File: config.mk
export PLATFORM = sky130hd
export DESIGN_NAME = csr_row_sort_dedup
export DESIGN_NICKNAME = d
export VERILOG_FILES = /design/src/rtl/csrsd_pkg.sv /design/src/rtl/csrsd_cell.sv /design/src/rtl/csr_row_sort_dedup.sv
export SDC_FILE = /design/constraint.sdc
export NUM_CORES = 2
export LEC_CHECK = 0
export BUFFER_PORTS_ARGS = -buffer_cell sky130_fd_sc_hd__clkbuf_2
export CAP_MARGIN = 20
export CORE_ASPECT_RATIO = 1.4
export CORE_UTILIZATION = 40
export DETAILED_ROUTE_END_ITERATION = 10
export SYNTH_ARGS = -nofsm -noshare
export SYNTH_HDL_FRONTEND = slang
export SYNTH_HIERARCHICAL = 1
export SYNTH_SLANG_ARGS = --single-unit
File: constraint.sdc
create_clock -name clk -period 5.55 [get_ports clk]
set_input_delay 0 -clock clk [delete_from_list [all_inputs] [get_ports clk]]
set_output_delay 0 -clock clk [all_outputs]
set_load 0.03 [all_outputs]
File: src/rtl/csrsd_pkg.sv
// ----------------------------------------------------------------------------
// csrsd_pkg: shared types and constants for the CSR row sort and dedup block
// Item and result layouts, operation codes, default parameter values and the
// control word broadcast along the sort cell chain.
// ----------------------------------------------------------------------------
`default_nettype none

package csrsd_pkg;

	// default parameter values
	localparam int MAX_ROW_ENTRIES_DEF = 32;
	localparam int COLUMN_BITS_DEF     = 20;
	localparam int POSITION_BITS_DEF   = 24;

	// fixed field widths of the item and result
	localparam int OP_W       = 2;
	localparam int COLUMN_W   = 20;
	localparam int POSITION_W = 24;
	localparam int COUNT_W    = 7;

	// operation codes
	localparam logic [OP_W-1:0] OP_ENTRY = 2'd0;
	localparam logic [OP_W-1:0] OP_END   = 2'd1;
	localparam logic [OP_W-1:0] OP_START = 2'd2;

	typedef struct packed {
		logic [OP_W-1:0]       op;
		logic [COLUMN_W-1:0]   column;
		logic [POSITION_W-1:0] source_position;
	} item_t;

	typedef struct packed {
		logic [COLUMN_W-1:0]   sorted_column;
		logic [POSITION_W-1:0] origin_position;
		logic [POSITION_W-1:0] packed_position;
		logic                  starts_unique;
		logic [COUNT_W-1:0]    row_unique_count;
		logic                  row_empty;
		logic                  row_overflow;
		logic                  last;
	} result_t;

	// control broadcast to every cell
	typedef struct packed {
		logic insert;
		logic shift;
	} cell_ctl_t;

endpackage

`default_nettype wire

File: src/rtl/csrsd_cell.sv
// ----------------------------------------------------------------------------
// csrsd_cell: one slot of the insertion sort chain
// Holds one buffered entry. On insert it keeps its entry, takes the new one or
// takes its left neighbour's entry; on drain it takes its right neighbour's.
// ----------------------------------------------------------------------------
`default_nettype none

module csrsd_cell #(
	parameter int IDX           = 0,
	parameter int FILL_W        = 6,
	parameter int COLUMN_BITS   = csrsd_pkg::COLUMN_BITS_DEF,
	parameter int POSITION_BITS = csrsd_pkg::POSITION_BITS_DEF
) (
	input  wire logic                     clk,
	input  wire csrsd_pkg::cell_ctl_t     ctl,
	input  wire logic [FILL_W-1:0]        fill,
	input  wire logic [COLUMN_BITS-1:0]   new_col,
	input  wire logic [POSITION_BITS-1:0] new_src,
	input  wire logic                     left_beyond,
	input  wire logic [COLUMN_BITS-1:0]   left_col,
	input  wire logic [POSITION_BITS-1:0] left_src,
	input  wire logic [COLUMN_BITS-1:0]   right_col,
	input  wire logic [POSITION_BITS-1:0] right_src,
	output logic                          beyond,
	output logic [COLUMN_BITS-1:0]        col,
	output logic [POSITION_BITS-1:0]      src
);

	logic [COLUMN_BITS-1:0]   col_q;
	logic [POSITION_BITS-1:0] src_q;
	logic                     occupied;

	// slot lies past the insertion point: empty, or strictly greater (keeps ties stable)
	assign occupied = (fill > FILL_W'(IDX));
	assign beyond   = !occupied || (col_q > new_col);

	always_ff @(posedge clk) begin
		if (ctl.shift) begin
			col_q <= right_col;
			src_q <= right_src;
		end else if (ctl.insert && beyond) begin
			if (left_beyond) begin
				col_q <= left_col;
				src_q <= left_src;
			end else begin
				col_q <= new_col;
				src_q <= new_src;
			end
		end
	end

	assign col = col_q;
	assign src = src_q;

endmodule

`default_nettype wire

File: src/rtl/csr_row_sort_dedup.sv
// ----------------------------------------------------------------------------
// csr_row_sort_dedup: stable sort and deduplication of one sparse row at a time
// Row entries enter an insertion sort chain of cells one per cycle; end of row
// drains the chain in order, marking new unique columns and packed positions.
// ----------------------------------------------------------------------------
// Row entries and start items: one per cycle while not busy, no result;
// busy stays low. End of row with n entries: busy rises while the chain
// drains through cell 0, and n results follow one per cycle, each registered
// from cell 0 after busy is set. An empty row gives its single result in the
// cycle after the end item is taken, with busy left low.
// Reset clears fill count, overflow flag, packed count and drain control;
// the cell contents are left as they are.
`default_nettype none

module csr_row_sort_dedup #(
	parameter int MAX_ROW_ENTRIES = csrsd_pkg::MAX_ROW_ENTRIES_DEF,
	parameter int COLUMN_BITS     = csrsd_pkg::COLUMN_BITS_DEF,
	parameter int POSITION_BITS   = csrsd_pkg::POSITION_BITS_DEF
) (
	input  wire logic               clk,
	input  wire logic               arst_n,
	input  wire logic               start,
	output logic                    busy,
	input  wire csrsd_pkg::item_t   item,
	output logic                    strobe,
	output csrsd_pkg::result_t      result
);

	localparam int FILL_W = $clog2(MAX_ROW_ENTRIES + 1);
	localparam int CMIN   = (COLUMN_BITS < csrsd_pkg::COLUMN_W) ?
	                        COLUMN_BITS : csrsd_pkg::COLUMN_W;
	localparam int PMIN   = (POSITION_BITS < csrsd_pkg::POSITION_W) ?
	                        POSITION_BITS : csrsd_pkg::POSITION_W;
	localparam int CW     = csrsd_pkg::COUNT_W;

	logic                     busy_q;
	logic                     strobe_q;
	logic                     ovf_q;
	logic [FILL_W-1:0]        fill_q;
	logic [FILL_W-1:0]        rem_q;
	logic [CW-1:0]            uniq_q;
	logic [COLUMN_BITS-1:0]   prev_col_q;
	logic [POSITION_BITS-1:0] packed_q;
	csrsd_pkg::result_t       result_q;

	logic                     accept;
	logic                     room;
	logic [COLUMN_BITS-1:0]   new_col;
	logic [POSITION_BITS-1:0] new_src;
	csrsd_pkg::cell_ctl_t     ctl;

	logic [COLUMN_BITS-1:0]   chain_col    [MAX_ROW_ENTRIES];
	logic [POSITION_BITS-1:0] chain_src    [MAX_ROW_ENTRIES];
	logic                     chain_beyond [MAX_ROW_ENTRIES];

	logic                     head_starts;
	logic [CW-1:0]            uniq_next;
	logic [POSITION_BITS-1:0] head_packed;
	logic                     head_last;
	csrsd_pkg::result_t       head_result;
	csrsd_pkg::result_t       empty_result;

	assign accept = start && !busy_q;
	assign room   = (fill_q < FILL_W'(MAX_ROW_ENTRIES));

	// mask incoming fields to the configured widths
	always_comb begin
		new_col = '0;
		new_src = '0;
		new_col[CMIN-1:0] = item.column[CMIN-1:0];
		new_src[PMIN-1:0] = item.source_position[PMIN-1:0];
	end

	assign ctl.insert = accept && (item.op == csrsd_pkg::OP_ENTRY) && room;
	assign ctl.shift  = busy_q;

	// sort chain
	for (genvar i = 0; i < MAX_ROW_ENTRIES; i++) begin : g_cell
		logic                     l_beyond;
		logic [COLUMN_BITS-1:0]   l_col;
		logic [POSITION_BITS-1:0] l_src;
		logic [COLUMN_BITS-1:0]   r_col;
		logic [POSITION_BITS-1:0] r_src;

		if (i == 0) begin : g_head
			assign l_beyond = 1'b0;
			assign l_col    = '0;
			assign l_src    = '0;
		end else begin : g_body
			assign l_beyond = chain_beyond[i-1];
			assign l_col    = chain_col[i-1];
			assign l_src    = chain_src[i-1];
		end

		if (i == MAX_ROW_ENTRIES - 1) begin : g_tail
			assign r_col = '0;
			assign r_src = '0;
		end else begin : g_inner
			assign r_col = chain_col[i+1];
			assign r_src = chain_src[i+1];
		end

		csrsd_cell #(
			.IDX          (i),
			.FILL_W       (FILL_W),
			.COLUMN_BITS  (COLUMN_BITS),
			.POSITION_BITS(POSITION_BITS)
		) u_cell (
			.clk        (clk),
			.ctl        (ctl),
			.fill       (fill_q),
			.new_col    (new_col),
			.new_src    (new_src),
			.left_beyond(l_beyond),
			.left_col   (l_col),
			.left_src   (l_src),
			.right_col  (r_col),
			.right_src  (r_src),
			.beyond     (chain_beyond[i]),
			.col        (chain_col[i]),
			.src        (chain_src[i])
		);
	end

	// result for the entry leaving cell 0
	assign head_starts = (uniq_q == '0) || (chain_col[0] != prev_col_q);
	assign uniq_next   = uniq_q + CW'(head_starts);
	assign head_packed = packed_q + POSITION_BITS'(uniq_next) - POSITION_BITS'(1);
	assign head_last   = (rem_q == FILL_W'(1));

	always_comb begin
		head_result = '0;
		head_result.sorted_column[CMIN-1:0]   = chain_col[0][CMIN-1:0];
		head_result.origin_position[PMIN-1:0] = chain_src[0][PMIN-1:0];
		head_result.packed_position[PMIN-1:0] = head_packed[PMIN-1:0];
		head_result.starts_unique             = head_starts;
		head_result.row_unique_count          = head_last ? uniq_next : '0;
		head_result.row_overflow              = ovf_q;
		head_result.last                      = head_last;

		empty_result = '0;
		empty_result.row_empty    = 1'b1;
		empty_result.row_overflow = ovf_q;
		empty_result.last         = 1'b1;
	end

	// control: fill, drain and running packed count
	always_ff @(posedge clk or negedge arst_n) begin
		if (!arst_n) begin
			busy_q     <= 1'b0;
			strobe_q   <= 1'b0;
			ovf_q      <= 1'b0;
			fill_q     <= '0;
			rem_q      <= '0;
			uniq_q     <= '0;
			prev_col_q <= '0;
			packed_q   <= '0;
		end else begin
			strobe_q <= 1'b0;
			if (busy_q) begin
				strobe_q   <= 1'b1;
				uniq_q     <= uniq_next;
				prev_col_q <= chain_col[0];
				rem_q      <= rem_q - FILL_W'(1);
				if (head_last) begin
					busy_q   <= 1'b0;
					fill_q   <= '0;
					ovf_q    <= 1'b0;
					packed_q <= packed_q + POSITION_BITS'(uniq_next);
				end
			end else if (accept) begin
				unique case (item.op)
					csrsd_pkg::OP_ENTRY: begin
						if (room) begin
							fill_q <= fill_q + FILL_W'(1);
						end else begin
							ovf_q <= 1'b1;
						end
					end
					csrsd_pkg::OP_END: begin
						if (fill_q == '0) begin
							strobe_q <= 1'b1;
							ovf_q    <= 1'b0;
						end else begin
							busy_q <= 1'b1;
							rem_q  <= fill_q;
							uniq_q <= '0;
						end
					end
					csrsd_pkg::OP_START: begin
						packed_q <= '0;
						fill_q   <= '0;
						ovf_q    <= 1'b0;
					end
					default: begin
					end
				endcase
			end
		end
	end

	// result register
	always_ff @(posedge clk) begin
		if (busy_q) begin
			result_q <= head_result;
		end else if (accept && (item.op == csrsd_pkg::OP_END) && (fill_q == '0)) begin
			result_q <= empty_result;
		end
	end

	assign busy   = busy_q;
	assign strobe = strobe_q;
	assign result = result_q;

	// checks
	a_last_frees: assert property (@(posedge clk) disable iff (!arst_n)
		strobe_q && result_q.last |-> !busy_q)
		else $error("last result while still draining");

	a_drain_emits: assert property (@(posedge clk) disable iff (!arst_n)
		busy_q |=> strobe_q)
		else $error("drain cycle without result");

	a_rem_live: assert property (@(posedge clk) disable iff (!arst_n)
		busy_q |-> (rem_q != '0) && (rem_q <= fill_q))
		else $error("drain count out of range");

	a_fill_cap: assert property (@(posedge clk) disable iff (!arst_n)
		fill_q <= FILL_W'(MAX_ROW_ENTRIES))
		else $error("fill beyond capacity");

	a_empty_last: assert property (@(posedge clk) disable iff (!arst_n)
		strobe_q && result_q.row_empty |-> result_q.last && !busy_q)
		else $error("empty row result malformed");

endmodule

`default_nettype wire

==> metrics.md <==
| Metric | Value |
|---|---|
| Vias in the first global route | `between 70000 and 80000` |
| Commonest non-fill, non-tap cell in the layout | `nand2_1` |
| Tot Pwr | `approximately 0.064 W` |
| Setup crit end kind | `register` |
| Final period util | `92.4%` |
| Final hold vios | `0` |
| Worst Path Arrival | `approximately 5.7 ns` |
| Switching pwr | `about 0.026 W` |
| First-pass GRT wire length | `422 mm` |
| CP required | `between 6 and 7 ns` |
| Die area | `roughly 0.24 mm²` |
| Post-layout nets | `just over 10000` |
| Die X | `roughly 420 µm` |
| Clk root buf | `clkbuf_16` |
| Max Slew Vio Count | `0` |
| RSZ-0062 raised after global routing | `false` |
| Clock transition at the registers of the reported paths | `around 0.060 ns` |
| Vias per cell | `5.60` |
| Num rows | `between 200 and 250` |
| Setup Skew | `0.0937 ns` |
| DRT antenna net count | `0` |
| Clock net sink count | `1553` |
| Initial Utilization | `40.2%` |
| Starting DRT DRC Count | `5282` |
| GR Overflow Total | `0` |
| Min-Delay Path Class | `input port to register` |
| Gr usage total | `21.9%` |
| Number of max-cap violations | `0` |
| Worst-case clock buffer depth | `4` |
| Kind of critical path | `register to register` |
| Slew Limit Headroom | `about a fifth` |
| Synthesized area | `0.0959 mm²` |
| Port buffer count | `approximately 130` |
| Synth Warn # | `6` |
| Synth Instances | `about 9300` |
| Most frequent cells in the layout | `1601 x nand2_1, 1486 x edfxtp_1, 1413 x mux2i_1` |
| Achievable Freq | `roughly 0.2 GHz` |
| Post-CTS Resized | `0` |
| CTS H-tree depth | `4` |
| Reg2reg setup slack | `approximately 0.42 ns` |
| Combinational Power Share | `roughly two fifths` |
| Initial antenna violation count | `9` |
| P_int | `slightly below 0.04 W` |
| Fin crit period | `~5.1 ns` |
| Maximum vdd ir drop | `0.000394 V` |
| DR WL/cell | `~22 µm` |
| Startpoint Class | `register` |
| Final TNS setup | `0 ns` |
| Largest net degree at the start of global routing | `260` |
| Num CTS Buffers | `about 180` |
| Layout cells sized above 1 | `just over 8%` |
| LEAKAGE | `around 53 nW` |
| Vias | `slightly above 70000` |
| Reg2Reg Depth | `17` |
| CTS tree | `done` |
| CP Launch Point | `g_cell[0].u_cell/col[10]` |
| Least-Margin Pin Slew | `1.18 ns` |
| Power per cell area | `600 mW/mm²` |
| Post-DP HPWL | `a little under 200 mm` |
| Layout area overhead | `11.8%` |
| Routed wire length | `272 mm` |
| Final setup vio count | `0` |
| Status | `complete, no violations` |
| Drt pass-1 iters | `8` |
| Crit path max fanout | `8` |
| R2r startpoint | `g_cell[0].u_cell/col[10]` |
| Clk_lat worst skew | `~0.86 ns` |
| Worst r2r dst | `result[34]` |
| GPL Wtd Cong | `between 0.8 and 0.9` |
| DRC violations left | `0` |
| Core area | `0.238 mm²` |
| Sw frac | `39.7%` |
| Die Height | `581 µm` |
| Setup crit end | `result[34]` |
| Ports | `130` |
| Clk pwr share | `18.8%` |
| Average instance area after synthesis | `10.3 µm²` |
| Register share of total power | `42.7%` |
## layer usage
layer  part of all wire [%]  vias to the layer above  track usage (%)
met5                 0.0033                        -                0
met4                    5.1                        2             10.6
met3                    4.1                      643             2.43
met2                     52                     1819             40.0
met1                     39                    34600             25.4
li1                       -                    33800                -
## worst min path at each step
stage	start	endpoint	slack (ns)	cells past startpoint
final	item[35]	g_cell[30].u_cell/col[11]	0.04	3
after floorplan	arst_n	busy	-0.30	0
after CTS	item[35]	g_cell[30].u_cell/col[11]	0.005	3
after global routing	item[35]	g_cell[30].u_cell/col[11]	0.02	3
after global placement	arst_n	packed_q[21]	0.30	2
after detailed placement	arst_n	packed_q[21]	0.30	2
## sequential cells by signal, summed over array words and instances, names as in the netlist
signal	count
packed_q	24
uniq_q	7
rem_q	6
strobe	1
g_cell.u_cell/src	768
ovf_q	1
fill_q	6
result	79
g_cell.u_cell/col	640
prev_col_q	20
busy	1
## area by class of cell
cell class              count  area, µm²
clock buffers             204       4610
clock inverters           113       1210
fillers                 22100     131000
well taps                3103       3880
diodes                      3       7.51
inverters                 682       2560
repair buffers            364       3210
flip-flops and latches   1553      46300
multi-input cells        6629      45500
## power groups by stage
stage	clock, W	sequential, W	combinational (W)
finish	0.0121	0.0275	0.0247
global route	0.0128	0.0283	0.0278
CTS	0.0124	0.0275	0.0247
detailed placement	0	0.0278	0.0246
global placement	0	0.0275	0.0237
floorplan	0	0.0261	0.0174
## per-stage QoR
stage          hold WS, ns  cells  setup slack [ns]  util (%)  cell area (µm²)
2_1_floorplan       -0.296   9379             0.579         -            96300
3_3_place_gp         0.298  12300             0.371      42.4           101000
3_5_place_dp         0.301  12300             0.353      42.4           101000
4_1_cts            0.00494  12600             0.320      45.0           107000
5_1_grt             0.0240  12600            0.0877      45.0           107000
6_report            0.0409  12700             0.419      45.0           107000
## critical path, cell delays in order, from the launching register on
cell and delay [ns]:
edfxtp_1 0.44, xor2_1 0.17, nor4_1 0.51, nand4_1 0.28, buf_4 0.23, ha_1 0.18, ha_1 0.20, buf_4 0.14
nand3_1 0.08, xnor2_1 0.12, ha_1 0.44, o211ai_1 0.22, o21ai_1 0.36, o211ai_1 0.22, xnor2_1 0.43, nand3_1 0.26
nor4_2 0.43, mux2i_1 0.12
## what timing repair did
action / in CTS / in global routing
hold buffers: 19 / 1
endpoints found under the setup margin: 0 / 0
buffers inserted: 0 / 0
hold endpoints to repair: 146 / 1
No activity file was read; power rests on OpenSTA's default activity.
